## src/hw/rtl/rmsdb_pkg.sv

```systemverilog
package rmsdb_pkg;

  localparam int unsigned WINDOW_FRAMES = 512;
  localparam int unsigned LOG_STEPS     = 20000;

  localparam int unsigned WIN_W  = $clog2(WINDOW_FRAMES + 1);
  localparam int unsigned IDX_W  = $clog2(LOG_STEPS + 1);
  localparam int unsigned SUM_W  = 48;
  localparam int unsigned CAP_W  = 43;
  localparam int unsigned MAG_W  = 16;
  localparam int unsigned LOG_W  = 28;
  localparam int unsigned FRAC_W = 24;
  localparam int unsigned EXP_W  = LOG_W - FRAC_W;

  // int16 scale 4e-9 folded with the step count: idx = S / (n * INT_SCALE)
  localparam int unsigned INT_SCALE = 1000000000 / (4 * LOG_STEPS);
  localparam int unsigned SCL_W     = $clog2(INT_SCALE + 1);
  localparam int unsigned DSR_W     = $clog2(WINDOW_FRAMES * INT_SCALE + 1);
  localparam int unsigned DSH_W     = DSR_W + IDX_W - 1;

  localparam logic [SUM_W-1:0]  SUM_MAX    = '1;
  localparam logic [CAP_W-1:0]  SUM_CAP    = {1'b1, {(CAP_W-1){1'b0}}};
  localparam logic [IDX_W-1:0]  IDX_MAX    = IDX_W'(LOG_STEPS);
  localparam logic [31:0]       MUL_STEPS  = 32'(LOG_STEPS);
  localparam logic [31:0]       LOG_K      = 32'd50504453;
  localparam logic [63:0]       RND_HALF   = 64'h0000_0080_0000_0000;
  localparam logic [15:0]       DB_MAG_MAX = 16'd25600;
  localparam logic signed [15:0] DB_FLOOR  = -16'sd25600;

  localparam logic REG_FORMAT   = 1'b0;
  localparam logic REG_CHANNELS = 1'b1;

  typedef struct packed {
    logic [31:0] sample_bits;
    logic [15:0] frames_in_buffer;
    logic        last_sample;
  } in_beat_t;

  typedef struct packed {
    logic signed [15:0] left_level_db;
    logic signed [15:0] right_level_db;
  } out_beat_t;

  typedef enum logic [4:0] {
    OP_NOP,
    OP_LOAD,
    OP_SQR,
    OP_ACC,
    OP_INIT,
    OP_MLO,
    OP_MHI,
    OP_FN,
    OP_DCHK,
    OP_DSTEP,
    OP_LINIT,
    OP_LSQR,
    OP_LUPD,
    OP_DSUB,
    OP_DMUL,
    OP_DFIN,
    OP_EMIT
  } dp_op_e;

  typedef struct packed {
    dp_op_e op;
    logic   ch;
  } dp_cmd_t;

  typedef struct packed {
    logic last;
    logic stereo;
    logic is_float;
    logic out_free;
  } dp_stat_t;

  // log2 in Q.24 by repeated squaring; elaboration only
  function automatic logic [LOG_W-1:0] log2_q24(input logic [IDX_W-1:0] x);
    logic [EXP_W-1:0] n;
    logic [63:0]      y;
    logic [LOG_W-1:0] r;
    n = '0;
    for (int k = 1; k < IDX_W; k++) begin
      if (x[k]) begin
        n = EXP_W'(k);
      end
    end
    y = 64'(x) << (31 - n);
    r = {n, {FRAC_W{1'b0}}};
    for (int i = FRAC_W - 1; i >= 0; i--) begin
      y = (y * y) >> 31;
      if (y[32]) begin
        y = y >> 1;
        r[i] = 1'b1;
      end
    end
    return r;
  endfunction

  localparam logic [LOG_W-1:0] LOG_REF = log2_q24(IDX_MAX);

endpackage

```

## src/hw/rtl/rmsdb_ctrl.sv

```systemverilog
module rmsdb_ctrl (
  input  logic                clk_i,
  input  logic                rst_ni,
  input  logic                in_valid_i,
  output logic                in_stall_o,
  input  rmsdb_pkg::dp_stat_t stat_i,
  output rmsdb_pkg::dp_cmd_t  cmd_o
);

  localparam logic [3:0] S_IDLE  = 4'd0;
  localparam logic [3:0] S_SQR   = 4'd1;
  localparam logic [3:0] S_ACC   = 4'd2;
  localparam logic [3:0] S_INIT  = 4'd3;
  localparam logic [3:0] S_MLO   = 4'd4;
  localparam logic [3:0] S_MHI   = 4'd5;
  localparam logic [3:0] S_FN    = 4'd6;
  localparam logic [3:0] S_DCHK  = 4'd7;
  localparam logic [3:0] S_DSTEP = 4'd8;
  localparam logic [3:0] S_LINIT = 4'd9;
  localparam logic [3:0] S_LSQR  = 4'd10;
  localparam logic [3:0] S_LUPD  = 4'd11;
  localparam logic [3:0] S_DSUB  = 4'd12;
  localparam logic [3:0] S_DMUL  = 4'd13;
  localparam logic [3:0] S_DFIN  = 4'd14;
  localparam logic [3:0] S_EMIT  = 4'd15;

  localparam logic [4:0] DIV_LAST = 5'(rmsdb_pkg::IDX_W - 1);
  localparam logic [4:0] LOG_LAST = 5'(rmsdb_pkg::FRAC_W - 1);

  logic [3:0] state_q, state_d;
  logic [4:0] cnt_q, cnt_d;
  logic       ch_q, ch_d;

  assign in_stall_o = (state_q != S_IDLE);

  always_comb begin
    state_d   = state_q;
    cnt_d     = cnt_q;
    ch_d      = ch_q;
    cmd_o.op  = rmsdb_pkg::OP_NOP;
    cmd_o.ch  = ch_q;
    unique case (state_q)
      S_IDLE: begin
        if (in_valid_i) begin
          cmd_o.op = rmsdb_pkg::OP_LOAD;
          state_d  = S_SQR;
        end
      end
      S_SQR: begin
        cmd_o.op = rmsdb_pkg::OP_SQR;
        state_d  = S_ACC;
      end
      S_ACC: begin
        cmd_o.op = rmsdb_pkg::OP_ACC;
        ch_d     = 1'b0;
        state_d  = stat_i.last ? S_INIT : S_IDLE;
      end
      S_INIT: begin
        cmd_o.op = rmsdb_pkg::OP_INIT;
        state_d  = stat_i.is_float ? S_MLO : S_DCHK;
      end
      S_MLO: begin
        cmd_o.op = rmsdb_pkg::OP_MLO;
        state_d  = S_MHI;
      end
      S_MHI: begin
        cmd_o.op = rmsdb_pkg::OP_MHI;
        state_d  = S_FN;
      end
      S_FN: begin
        cmd_o.op = rmsdb_pkg::OP_FN;
        state_d  = S_DCHK;
      end
      S_DCHK: begin
        cmd_o.op = rmsdb_pkg::OP_DCHK;
        cnt_d    = DIV_LAST;
        state_d  = S_DSTEP;
      end
      S_DSTEP: begin
        cmd_o.op = rmsdb_pkg::OP_DSTEP;
        if (cnt_q == '0) begin
          state_d = S_LINIT;
        end else begin
          cnt_d = cnt_q - 5'd1;
        end
      end
      S_LINIT: begin
        cmd_o.op = rmsdb_pkg::OP_LINIT;
        cnt_d    = LOG_LAST;
        state_d  = S_LSQR;
      end
      S_LSQR: begin
        cmd_o.op = rmsdb_pkg::OP_LSQR;
        state_d  = S_LUPD;
      end
      S_LUPD: begin
        cmd_o.op = rmsdb_pkg::OP_LUPD;
        if (cnt_q == '0) begin
          state_d = S_DSUB;
        end else begin
          cnt_d   = cnt_q - 5'd1;
          state_d = S_LSQR;
        end
      end
      S_DSUB: begin
        cmd_o.op = rmsdb_pkg::OP_DSUB;
        state_d  = S_DMUL;
      end
      S_DMUL: begin
        cmd_o.op = rmsdb_pkg::OP_DMUL;
        state_d  = S_DFIN;
      end
      S_DFIN: begin
        cmd_o.op = rmsdb_pkg::OP_DFIN;
        if (!ch_q && stat_i.stereo) begin
          ch_d    = 1'b1;
          state_d = S_INIT;
        end else begin
          state_d = S_EMIT;
        end
      end
      S_EMIT: begin
        if (stat_i.out_free) begin
          cmd_o.op = rmsdb_pkg::OP_EMIT;
          state_d  = S_IDLE;
        end
      end
      default: begin
        state_d = S_IDLE;
      end
    endcase
  end

  always_ff @(posedge clk_i or negedge rst_ni) begin
    if (!rst_ni) begin
      state_q <= S_IDLE;
      cnt_q   <= '0;
      ch_q    <= 1'b0;
    end else begin
      state_q <= state_d;
      cnt_q   <= cnt_d;
      ch_q    <= ch_d;
    end
  end

  a_last_starts_left: assert property (@(posedge clk_i) disable iff (!rst_ni)
    (state_q == S_ACC && stat_i.last) |=> (state_q == S_INIT && !ch_q))
    else $error("final beat did not start the left channel");

  a_right_only_stereo: assert property (@(posedge clk_i) disable iff (!rst_ni)
    (state_q == S_INIT && ch_q) |-> stat_i.stereo)
    else $error("right channel worked on in mono");

  a_div_count: assert property (@(posedge clk_i) disable iff (!rst_ni)
    (state_q == S_DSTEP) |-> (cnt_q <= DIV_LAST))
    else $error("divider step count out of range");

endmodule

```

## src/hw/rtl/rmsdb_dp.sv

```systemverilog
module rmsdb_dp (
  input  logic                 clk_i,
  input  logic                 rst_ni,
  input  logic                 fmt_i,
  input  logic [1:0]           chn_i,
  input  rmsdb_pkg::in_beat_t  in_data_i,
  input  rmsdb_pkg::dp_cmd_t   cmd_i,
  output rmsdb_pkg::dp_stat_t  stat_o,
  output logic                 out_valid_o,
  input  logic                 out_stall_i,
  output rmsdb_pkg::out_beat_t out_data_o
);

  localparam int unsigned WIN_W = rmsdb_pkg::WIN_W;
  localparam int unsigned IDX_W = rmsdb_pkg::IDX_W;
  localparam int unsigned SUM_W = rmsdb_pkg::SUM_W;
  localparam int unsigned CAP_W = rmsdb_pkg::CAP_W;
  localparam int unsigned MAG_W = rmsdb_pkg::MAG_W;
  localparam int unsigned DSR_W = rmsdb_pkg::DSR_W;
  localparam int unsigned DSH_W = rmsdb_pkg::DSH_W;
  localparam int unsigned EXP_W = rmsdb_pkg::EXP_W;
  localparam int unsigned FRAC_W = rmsdb_pkg::FRAC_W;
  localparam int unsigned LOG_W = rmsdb_pkg::LOG_W;

  // control state
  logic [1:0][SUM_W-1:0] sum_q, sum_d;
  logic                  tog_q, tog_d;
  logic [15:0]           fidx_q, fidx_d;
  logic                  last_q, last_d;
  logic                  stereo_q, stereo_d;
  logic                  out_valid_q, out_valid_d;

  // payload
  logic [MAG_W-1:0]      mag_q, mag_d;
  logic                  ch_q, ch_d;
  logic                  win_q, win_d;
  logic [WIN_W-1:0]      n_q, n_d;
  logic [63:0]           prod_q, prod_d;
  logic [CAP_W-1:0]      num_q, num_d;
  logic [DSR_W-1:0]      dsr_q, dsr_d;
  logic [DSH_W-1:0]      dsh_q, dsh_d;
  logic [IDX_W-1:0]      quot_q, quot_d;
  logic                  ovf_q, ovf_d;
  logic                  zero_q, zero_d;
  logic [31:0]           y_q, y_d;
  logic [EXP_W-1:0]      lexp_q, lexp_d;
  logic [FRAC_W-1:0]     frac_q, frac_d;
  logic [1:0][15:0]      res_q, res_d;
  rmsdb_pkg::out_beat_t  out_q, out_d;

  // sample magnitude
  logic [31:0]       bits;
  logic [7:0]        fexp;
  logic [7:0]        fsh;
  logic [23:0]       fshf;
  logic [MAG_W-1:0]  mag_in;
  logic [MAG_W-1:0]  mag_sat;

  always_comb begin
    bits    = in_data_i.sample_bits;
    fexp    = bits[30:23];
    fsh     = 8'd135 - fexp;
    fshf    = (fsh > 8'd31) ? '0 : ({1'b1, bits[22:0]} >> fsh[4:0]);
    mag_sat = bits[31] ? 16'h8000 : 16'h7fff;
    if (!fmt_i) begin
      mag_in = bits[15] ? (~bits[15:0] + 16'd1) : bits[15:0];
    end else if (fexp == 8'hff) begin
      mag_in = (bits[22:0] != '0) ? '0 : mag_sat;
    end else if (fexp == 8'h00) begin
      mag_in = '0;
    end else if (fexp >= 8'd127) begin
      mag_in = mag_sat;
    end else begin
      mag_in = fshf[MAG_W-1:0];
    end
  end

  // window and channel bookkeeping for the incoming beat
  logic [15:0]      frames;
  logic [15:0]      win_start;
  logic [WIN_W-1:0] n_in;
  logic             stereo_in;
  logic             ch_in;

  always_comb begin
    frames    = in_data_i.frames_in_buffer;
    win_start = (frames > 16'(rmsdb_pkg::WINDOW_FRAMES)) ?
                (frames - 16'(rmsdb_pkg::WINDOW_FRAMES)) : '0;
    n_in      = (frames < 16'(rmsdb_pkg::WINDOW_FRAMES)) ?
                frames[WIN_W-1:0] : WIN_W'(rmsdb_pkg::WINDOW_FRAMES);
    if (n_in == '0) begin
      n_in = WIN_W'(1);
    end
    stereo_in = chn_i[1];
    ch_in     = stereo_in & tog_q;
  end

  // shared 32x32 multiplier
  logic [31:0] mul_a;
  logic [31:0] mul_b;
  logic        mul_en;

  always_comb begin
    mul_a  = '0;
    mul_b  = '0;
    mul_en = 1'b1;
    unique case (cmd_i.op)
      rmsdb_pkg::OP_SQR: begin
        mul_a = 32'(mag_q);
        mul_b = 32'(mag_q);
      end
      rmsdb_pkg::OP_MLO: begin
        mul_a = num_q[31:0];
        mul_b = rmsdb_pkg::MUL_STEPS;
      end
      rmsdb_pkg::OP_MHI: begin
        mul_a = 32'(num_q[CAP_W-1:32]);
        mul_b = rmsdb_pkg::MUL_STEPS;
      end
      rmsdb_pkg::OP_LSQR: begin
        mul_a = y_q;
        mul_b = y_q;
      end
      rmsdb_pkg::OP_DMUL: begin
        mul_a = y_q;
        mul_b = rmsdb_pkg::LOG_K;
      end
      default: begin
        mul_en = 1'b0;
      end
    endcase
  end

  // per-op helpers
  logic             rd_ch;
  logic [SUM_W-1:0] sum_rd;
  logic [SUM_W:0]   acc_sum;
  logic [CAP_W-1:0] s_cap;
  logic [IDX_W-1:0] idx;
  logic [EXP_W-1:0] lz;
  logic [32:0]      sq_t;
  logic [LOG_W-1:0] lg_a;
  logic [63:0]      rnd;
  logic [23:0]      p_raw;
  logic [15:0]      p_mag;

  always_comb begin
    rd_ch   = (cmd_i.op == rmsdb_pkg::OP_ACC) ? ch_q : cmd_i.ch;
    sum_rd  = sum_q[rd_ch];
    acc_sum = {1'b0, sum_rd} + (SUM_W+1)'(prod_q[31:0]);
    s_cap   = (sum_rd > SUM_W'(rmsdb_pkg::SUM_CAP)) ? rmsdb_pkg::SUM_CAP :
              sum_rd[CAP_W-1:0];
    idx     = (ovf_q || quot_q > rmsdb_pkg::IDX_MAX) ? rmsdb_pkg::IDX_MAX : quot_q;
    lz      = '0;
    for (int k = 1; k < IDX_W; k++) begin
      if (idx[k]) begin
        lz = EXP_W'(k);
      end
    end
    sq_t    = prod_q[63:31];
    lg_a    = {lexp_q, frac_q};
    rnd     = prod_q + rmsdb_pkg::RND_HALF;
    p_raw   = rnd[63:40];
    p_mag   = (p_raw > 24'(rmsdb_pkg::DB_MAG_MAX)) ? rmsdb_pkg::DB_MAG_MAX : p_raw[15:0];
  end

  always_comb begin
    sum_d       = sum_q;
    tog_d       = tog_q;
    fidx_d      = fidx_q;
    last_d      = last_q;
    stereo_d    = stereo_q;
    out_valid_d = out_valid_q && out_stall_i;
    mag_d       = mag_q;
    ch_d        = ch_q;
    win_d       = win_q;
    n_d         = n_q;
    prod_d      = mul_en ? (64'(mul_a) * 64'(mul_b)) : prod_q;
    num_d       = num_q;
    dsr_d       = dsr_q;
    dsh_d       = dsh_q;
    quot_d      = quot_q;
    ovf_d       = ovf_q;
    zero_d      = zero_q;
    y_d         = y_q;
    lexp_d      = lexp_q;
    frac_d      = frac_q;
    res_d       = res_q;
    out_d       = out_q;
    unique case (cmd_i.op)
      rmsdb_pkg::OP_LOAD: begin
        mag_d    = mag_in;
        ch_d     = ch_in;
        win_d    = (fidx_q >= win_start);
        n_d      = n_in;
        last_d   = in_data_i.last_sample;
        stereo_d = stereo_in;
        if (stereo_in && !ch_in) begin
          tog_d = 1'b1;
        end else begin
          tog_d  = 1'b0;
          fidx_d = fidx_q + 16'd1;
        end
      end
      rmsdb_pkg::OP_ACC: begin
        if (win_q) begin
          sum_d[ch_q] = acc_sum[SUM_W] ? rmsdb_pkg::SUM_MAX : acc_sum[SUM_W-1:0];
        end
      end
      rmsdb_pkg::OP_INIT: begin
        num_d = s_cap;
        dsr_d = fmt_i ? DSR_W'(n_q) :
                (DSR_W'(n_q) * DSR_W'(rmsdb_pkg::INT_SCALE));
      end
      rmsdb_pkg::OP_MHI: begin
        num_d = CAP_W'(prod_q[46:30]);
      end
      rmsdb_pkg::OP_FN: begin
        num_d = CAP_W'({prod_q[25:0], 2'b00}) + num_q;
      end
      rmsdb_pkg::OP_DCHK: begin
        dsh_d  = {dsr_q, {(IDX_W-1){1'b0}}};
        ovf_d  = (num_q >= CAP_W'({dsr_q, {IDX_W{1'b0}}}));
        quot_d = '0;
      end
      rmsdb_pkg::OP_DSTEP: begin
        if (num_q >= CAP_W'(dsh_q)) begin
          num_d  = num_q - CAP_W'(dsh_q);
          quot_d = {quot_q[IDX_W-2:0], 1'b1};
        end else begin
          quot_d = {quot_q[IDX_W-2:0], 1'b0};
        end
        dsh_d = dsh_q >> 1;
      end
      rmsdb_pkg::OP_LINIT: begin
        zero_d = (idx == '0);
        y_d    = 32'(idx) << (5'd31 - 5'(lz));
        lexp_d = lz;
        frac_d = '0;
      end
      rmsdb_pkg::OP_LUPD: begin
        y_d    = sq_t[32] ? sq_t[32:1] : sq_t[31:0];
        frac_d = {frac_q[FRAC_W-2:0], sq_t[32]};
      end
      rmsdb_pkg::OP_DSUB: begin
        y_d = (rmsdb_pkg::LOG_REF > lg_a) ? 32'(rmsdb_pkg::LOG_REF - lg_a) : '0;
      end
      rmsdb_pkg::OP_DFIN: begin
        res_d[cmd_i.ch] = zero_q ? rmsdb_pkg::DB_FLOOR : (~p_mag + 16'd1);
      end
      rmsdb_pkg::OP_EMIT: begin
        out_d.left_level_db  = res_q[0];
        out_d.right_level_db = stereo_q ? res_q[1] : rmsdb_pkg::DB_FLOOR;
        out_valid_d          = 1'b1;
        sum_d                = '0;
        tog_d                = 1'b0;
        fidx_d               = '0;
      end
      default: begin
      end
    endcase
  end

  always_ff @(posedge clk_i or negedge rst_ni) begin
    if (!rst_ni) begin
      sum_q       <= '0;
      tog_q       <= 1'b0;
      fidx_q      <= '0;
      last_q      <= 1'b0;
      stereo_q    <= 1'b0;
      out_valid_q <= 1'b0;
    end else begin
      sum_q       <= sum_d;
      tog_q       <= tog_d;
      fidx_q      <= fidx_d;
      last_q      <= last_d;
      stereo_q    <= stereo_d;
      out_valid_q <= out_valid_d;
    end
  end

  always_ff @(posedge clk_i) begin
    mag_q  <= mag_d;
    ch_q   <= ch_d;
    win_q  <= win_d;
    n_q    <= n_d;
    prod_q <= prod_d;
    num_q  <= num_d;
    dsr_q  <= dsr_d;
    dsh_q  <= dsh_d;
    quot_q <= quot_d;
    ovf_q  <= ovf_d;
    zero_q <= zero_d;
    y_q    <= y_d;
    lexp_q <= lexp_d;
    frac_q <= frac_d;
    res_q  <= res_d;
    out_q  <= out_d;
  end

  assign stat_o.last     = last_q;
  assign stat_o.stereo   = stereo_q;
  assign stat_o.is_float = fmt_i;
  assign stat_o.out_free = !out_valid_q || !out_stall_i;

  assign out_valid_o = out_valid_q;
  assign out_data_o  = out_q;

  a_emit_no_overwrite: assert property (@(posedge clk_i) disable iff (!rst_ni)
    (cmd_i.op == rmsdb_pkg::OP_EMIT) |-> (!out_valid_q || !out_stall_i))
    else $error("result beat overwritten while held");

  a_log_norm_init: assert property (@(posedge clk_i) disable iff (!rst_ni)
    (cmd_i.op == rmsdb_pkg::OP_LINIT) |=> (zero_q || y_q[31]))
    else $error("log operand not normalised");

  a_log_norm_step: assert property (@(posedge clk_i) disable iff (!rst_ni)
    (cmd_i.op == rmsdb_pkg::OP_LUPD && !zero_q) |=> y_q[31])
    else $error("log operand lost normalisation");

endmodule

```

## src/hw/rtl/rms_level_meter_db.sv

```systemverilog
// RMS level meter in dB for one buffer of interleaved int16 or float32 audio. Samples
// arrive one beat each; only the last 512 frames of a buffer count, and on the beat marked
// last_sample one result beat carries both channel levels in signed Q8.8 dB, clamped to
// -100..0 dB (right reads -100 dB in mono). An ordinary sample beat is captured, then squared
// on the shared 32x32 multiplier, then accumulated. For each channel the final beat then
// runs a 15-step restoring divider and a 24-step squaring log2 loop, the loop on the shared
// multiplier path (float first scales the sum there too), and one result beat is then loaded
// into the output register. The final beat takes longer while a held result blocks the output
// register. Sample beats are taken again as soon as the result sits in the output register.
// Write sample_format and channel_count only while idle.
module rms_level_meter_db (
  input  logic                 clk_i,
  input  logic                 rst_ni,
  input  logic                 cfg_we_i,
  input  logic                 cfg_idx_i,
  input  logic [1:0]           cfg_data_i,
  input  logic                 in_valid_i,
  output logic                 in_stall_o,
  input  rmsdb_pkg::in_beat_t  in_data_i,
  output logic                 out_valid_o,
  input  logic                 out_stall_i,
  output rmsdb_pkg::out_beat_t out_data_o
);

  logic       fmt_q, fmt_d;
  logic [1:0] chn_q, chn_d;

  rmsdb_pkg::dp_cmd_t  cmd;
  rmsdb_pkg::dp_stat_t stat;

  always_comb begin
    fmt_d = fmt_q;
    chn_d = chn_q;
    if (cfg_we_i) begin
      unique case (cfg_idx_i)
        rmsdb_pkg::REG_FORMAT:   fmt_d = cfg_data_i[0];
        rmsdb_pkg::REG_CHANNELS: chn_d = cfg_data_i;
        default: begin
        end
      endcase
    end
  end

  always_ff @(posedge clk_i or negedge rst_ni) begin
    if (!rst_ni) begin
      fmt_q <= 1'b0;
      chn_q <= 2'd2;
    end else begin
      fmt_q <= fmt_d;
      chn_q <= chn_d;
    end
  end

  rmsdb_ctrl u_ctrl (
    .clk_i      (clk_i),
    .rst_ni     (rst_ni),
    .in_valid_i (in_valid_i),
    .in_stall_o (in_stall_o),
    .stat_i     (stat),
    .cmd_o      (cmd)
  );

  rmsdb_dp u_dp (
    .clk_i       (clk_i),
    .rst_ni      (rst_ni),
    .fmt_i       (fmt_q),
    .chn_i       (chn_q),
    .in_data_i   (in_data_i),
    .cmd_i       (cmd),
    .stat_o      (stat),
    .out_valid_o (out_valid_o),
    .out_stall_i (out_stall_i),
    .out_data_o  (out_data_o)
  );

endmodule

```

## config.mk

```make
export PLATFORM = sky130hd
export DESIGN_NAME = rms_level_meter_db
export DESIGN_NICKNAME = d
export VERILOG_FILES = /design/src/hw/rtl/rmsdb_pkg.sv /design/src/hw/rtl/rmsdb_ctrl.sv /design/src/hw/rtl/rmsdb_dp.sv /design/src/hw/rtl/rms_level_meter_db.sv
export SDC_FILE = /design/constraint.sdc
export NUM_CORES = 2
export LEC_CHECK = 0
export BUFFER_PORTS_ARGS = -buffer_cell sky130_fd_sc_hd__buf_2
export CORE_ASPECT_RATIO = 1.25
export CORE_UTILIZATION = 40
export CTS_CLUSTER_SIZE = 25
export DETAILED_ROUTE_END_ITERATION = 8
export SETUP_SLACK_MARGIN = 0.2
export SYNTH_ARGS = -nofsm -noshare
export SYNTH_HDL_FRONTEND = slang
export SYNTH_HIERARCHICAL = 1
export SYNTH_SLANG_ARGS = --single-unit
export TNS_END_PERCENT = 30
```

## constraint.sdc

```tcl
create_clock -name clk_i -period 21.8 [get_ports clk_i]
set_clock_uncertainty 0.15 [all_clocks]
set_input_delay 1.09 -clock clk_i [delete_from_list [all_inputs] [get_ports clk_i]]
set_output_delay 1.09 -clock clk_i [all_outputs]
set_load 0.02 [all_outputs]
```

==> results_dict.tcl <==
set metrics [dict create \
    drive_above_1_share_pct 6.42 \
    critPathArrivalTime_ns 13.29 \
    first_global_vias 54800 \
    post_cts_buffers 0 \
    synth_cells 7178 \
    fmax_ghz 0.0772 \
    fp.dieW_um 362 \
    vias 53400 \
    fp-row-count 164 \
    die_h_um 452 \
    met2WireLength_mm 108 \
    synth_nets 8628 \
    ys_warn_count 6 \
    finalWorstSetupSlack_ns 8.85 \
    finalSetupViolCount 0 \
    drt_pass1_iterations 7 \
    hp-start "u_dp/res_q[3]" \
    wl_per_cell_um 24.5 \
    top_layer "met5" \
    final_common_cell "inv_1" \
    antenna_left 0 \
    die_area_um2 163000 \
    crit_path_start_kind "register" \
    port_buffers 90 \
    start_util_pct 40.4 \
    hold_viol 0 \
    place_inst 9196 \
    slew_violations 0 \
    cts-root-buf "clkbuf_16" \
    grt_usage_pct 28.0 \
    antenna_found_initial 9 \
    multiInputGateArea_um2 45900 \
    status "completed" \
    grt_pass1_wl_mm 343 \
    tns_ns 0 \
    post-place-ws_ns 8.91 \
    finalCritPeriodShare_pct 59.4 \
    hp-class "register to register" \
    drv_cap 0 \
    cts-buffers-inserted 58 \
    clock-sinks 464 \
    clk_pin_slew_ns 0.06 \
    crit_type "register to register" \
    drc_errors 0 \
    endpoint_kind "register" \
    ioPinCount 91 \
    ctsResizeCount 0 \
    final_cell_mix "inv_1 (1,158), fa_1 (917), nand2_1 (859)" \
    startpoint "u_ctrl/state_q[2]" \
    cts_buffer_depth 3 \
    dpl.hpwl_mm 175 \
    critical_path.max_fanout 50 \
    nets 8548 \
    clock_latency_ns 0.65 \
    grt_max_degree 76 \
    max_slew.worst_pin.slew_ns 1.38 \
    grt-ovfl-total 0 \
    synth.avg_cell_area_um2 9.01 \
    fillers 15700 \
    crit_required_ns 22.15 \
    design.core.area_um2 160000 \
    synth_area_um2 64700 \
    wl_met1_mm 85.9 \
    regArea_um2 13300 \
    rsz0062_at_grt "no" \
    gp_congestion 1.01 \
    cp_common_cell "fa_1" \
    slowest_stage "a21oi_1" \
    slowest_delay_ns 0.83 \
    min_period_ns 12.95 \
    final_cell_count_no_fill 9307 \
    slew_headroom_pct 7.87 \
    syn_to_final_growth_pct 7.76 \
    timing.rr.start "u_ctrl/state_q[2]" \
    drt_iter0_markers 4434 \
    via_per_inst 5.73 \
    h-tree-depth 2 \
    utilization_pct 43.5 \
    hold_buffers 0 \
    cts_tree "yes" \
    wirelength_mm 228 \
    wl_met3_mm 17.6 \
]
worst max-delay path, delay by kind of cell (launching register included):
kind,cells,cell delay (ns)
flops,1,0.78
compound gates,11,4.69
fa+ha+maj,9,4.32
buf+inv,6,1.49
simple gates,5,1.29
final timing paths:
| path | to | slack (ns) | cells past startpoint |
|---|---|---|---|
| min reg2reg | u_dp/out_data_o[19] | 0.27 | 0 |
| min in group asynchronous | u_dp/fidx_q[10] | 0.31 | 1 |
| max in group asynchronous | u_dp/sum_q[84] | 19.80 | 2 |
| min | u_dp/out_data_o[19] | 0.27 | 0 |
| max | u_dp/prod_q[60] | 8.85 | 31 |
| max reg2reg | u_dp/prod_q[60] | 8.85 | 31 |
flip-flops by register name, indices dropped and copies added, names as in the netlist, 4 cells and up:
register and cells:
u_dp/sum_q 96, u_dp/prod_q 64, u_dp/num_q 43, u_dp/dsh_q 37, u_dp/out_data_o 32, u_dp/res_q 32, u_dp/y_q 32, u_dp/frac_q 24
u_dp/dsr_q 23, u_dp/fidx_q 16, u_dp/mag_q 16, u_dp/quot_q 15, u_dp/n_q 10, u_ctrl/cnt_q 5, u_ctrl/state_q 4, u_dp/lexp_q 4
layout make-up:
| type | instances | share of cell area, % |
|---|---|---|
| multi-input combinational | 5181 | 65.8 |
| clock inverter | 28 | 0.467 |
| sequential | 464 | 19.1 |
| clock buffer | 81 | 2.42 |
| inverter | 1169 | 6.29 |
| tap | 2158 | 3.87 |
| timing repair buffer | 224 | 2.10 |
| antenna | 2 | 0.00718 |
stage by stage:
stage               cell area [um^2]  hold WS [ns]
finish                         69700         0.268
detailed placement             67700         0.256
floorplan                      64700         0.250
CTS                            69700         0.266
global placement               67700         0.252
global route                   69700         0.275
layer usage:
metal	GRT usage (%)	vias up
li1	-	23400
met4	16.7	10
met3	4.49	782
met2	46.8	2422
met1	33.9	26700
met5	0	-
Power is left out: the tool's default activity adds up to more than one toggle a clock period on the data nets, which glitch-free logic cannot reach.
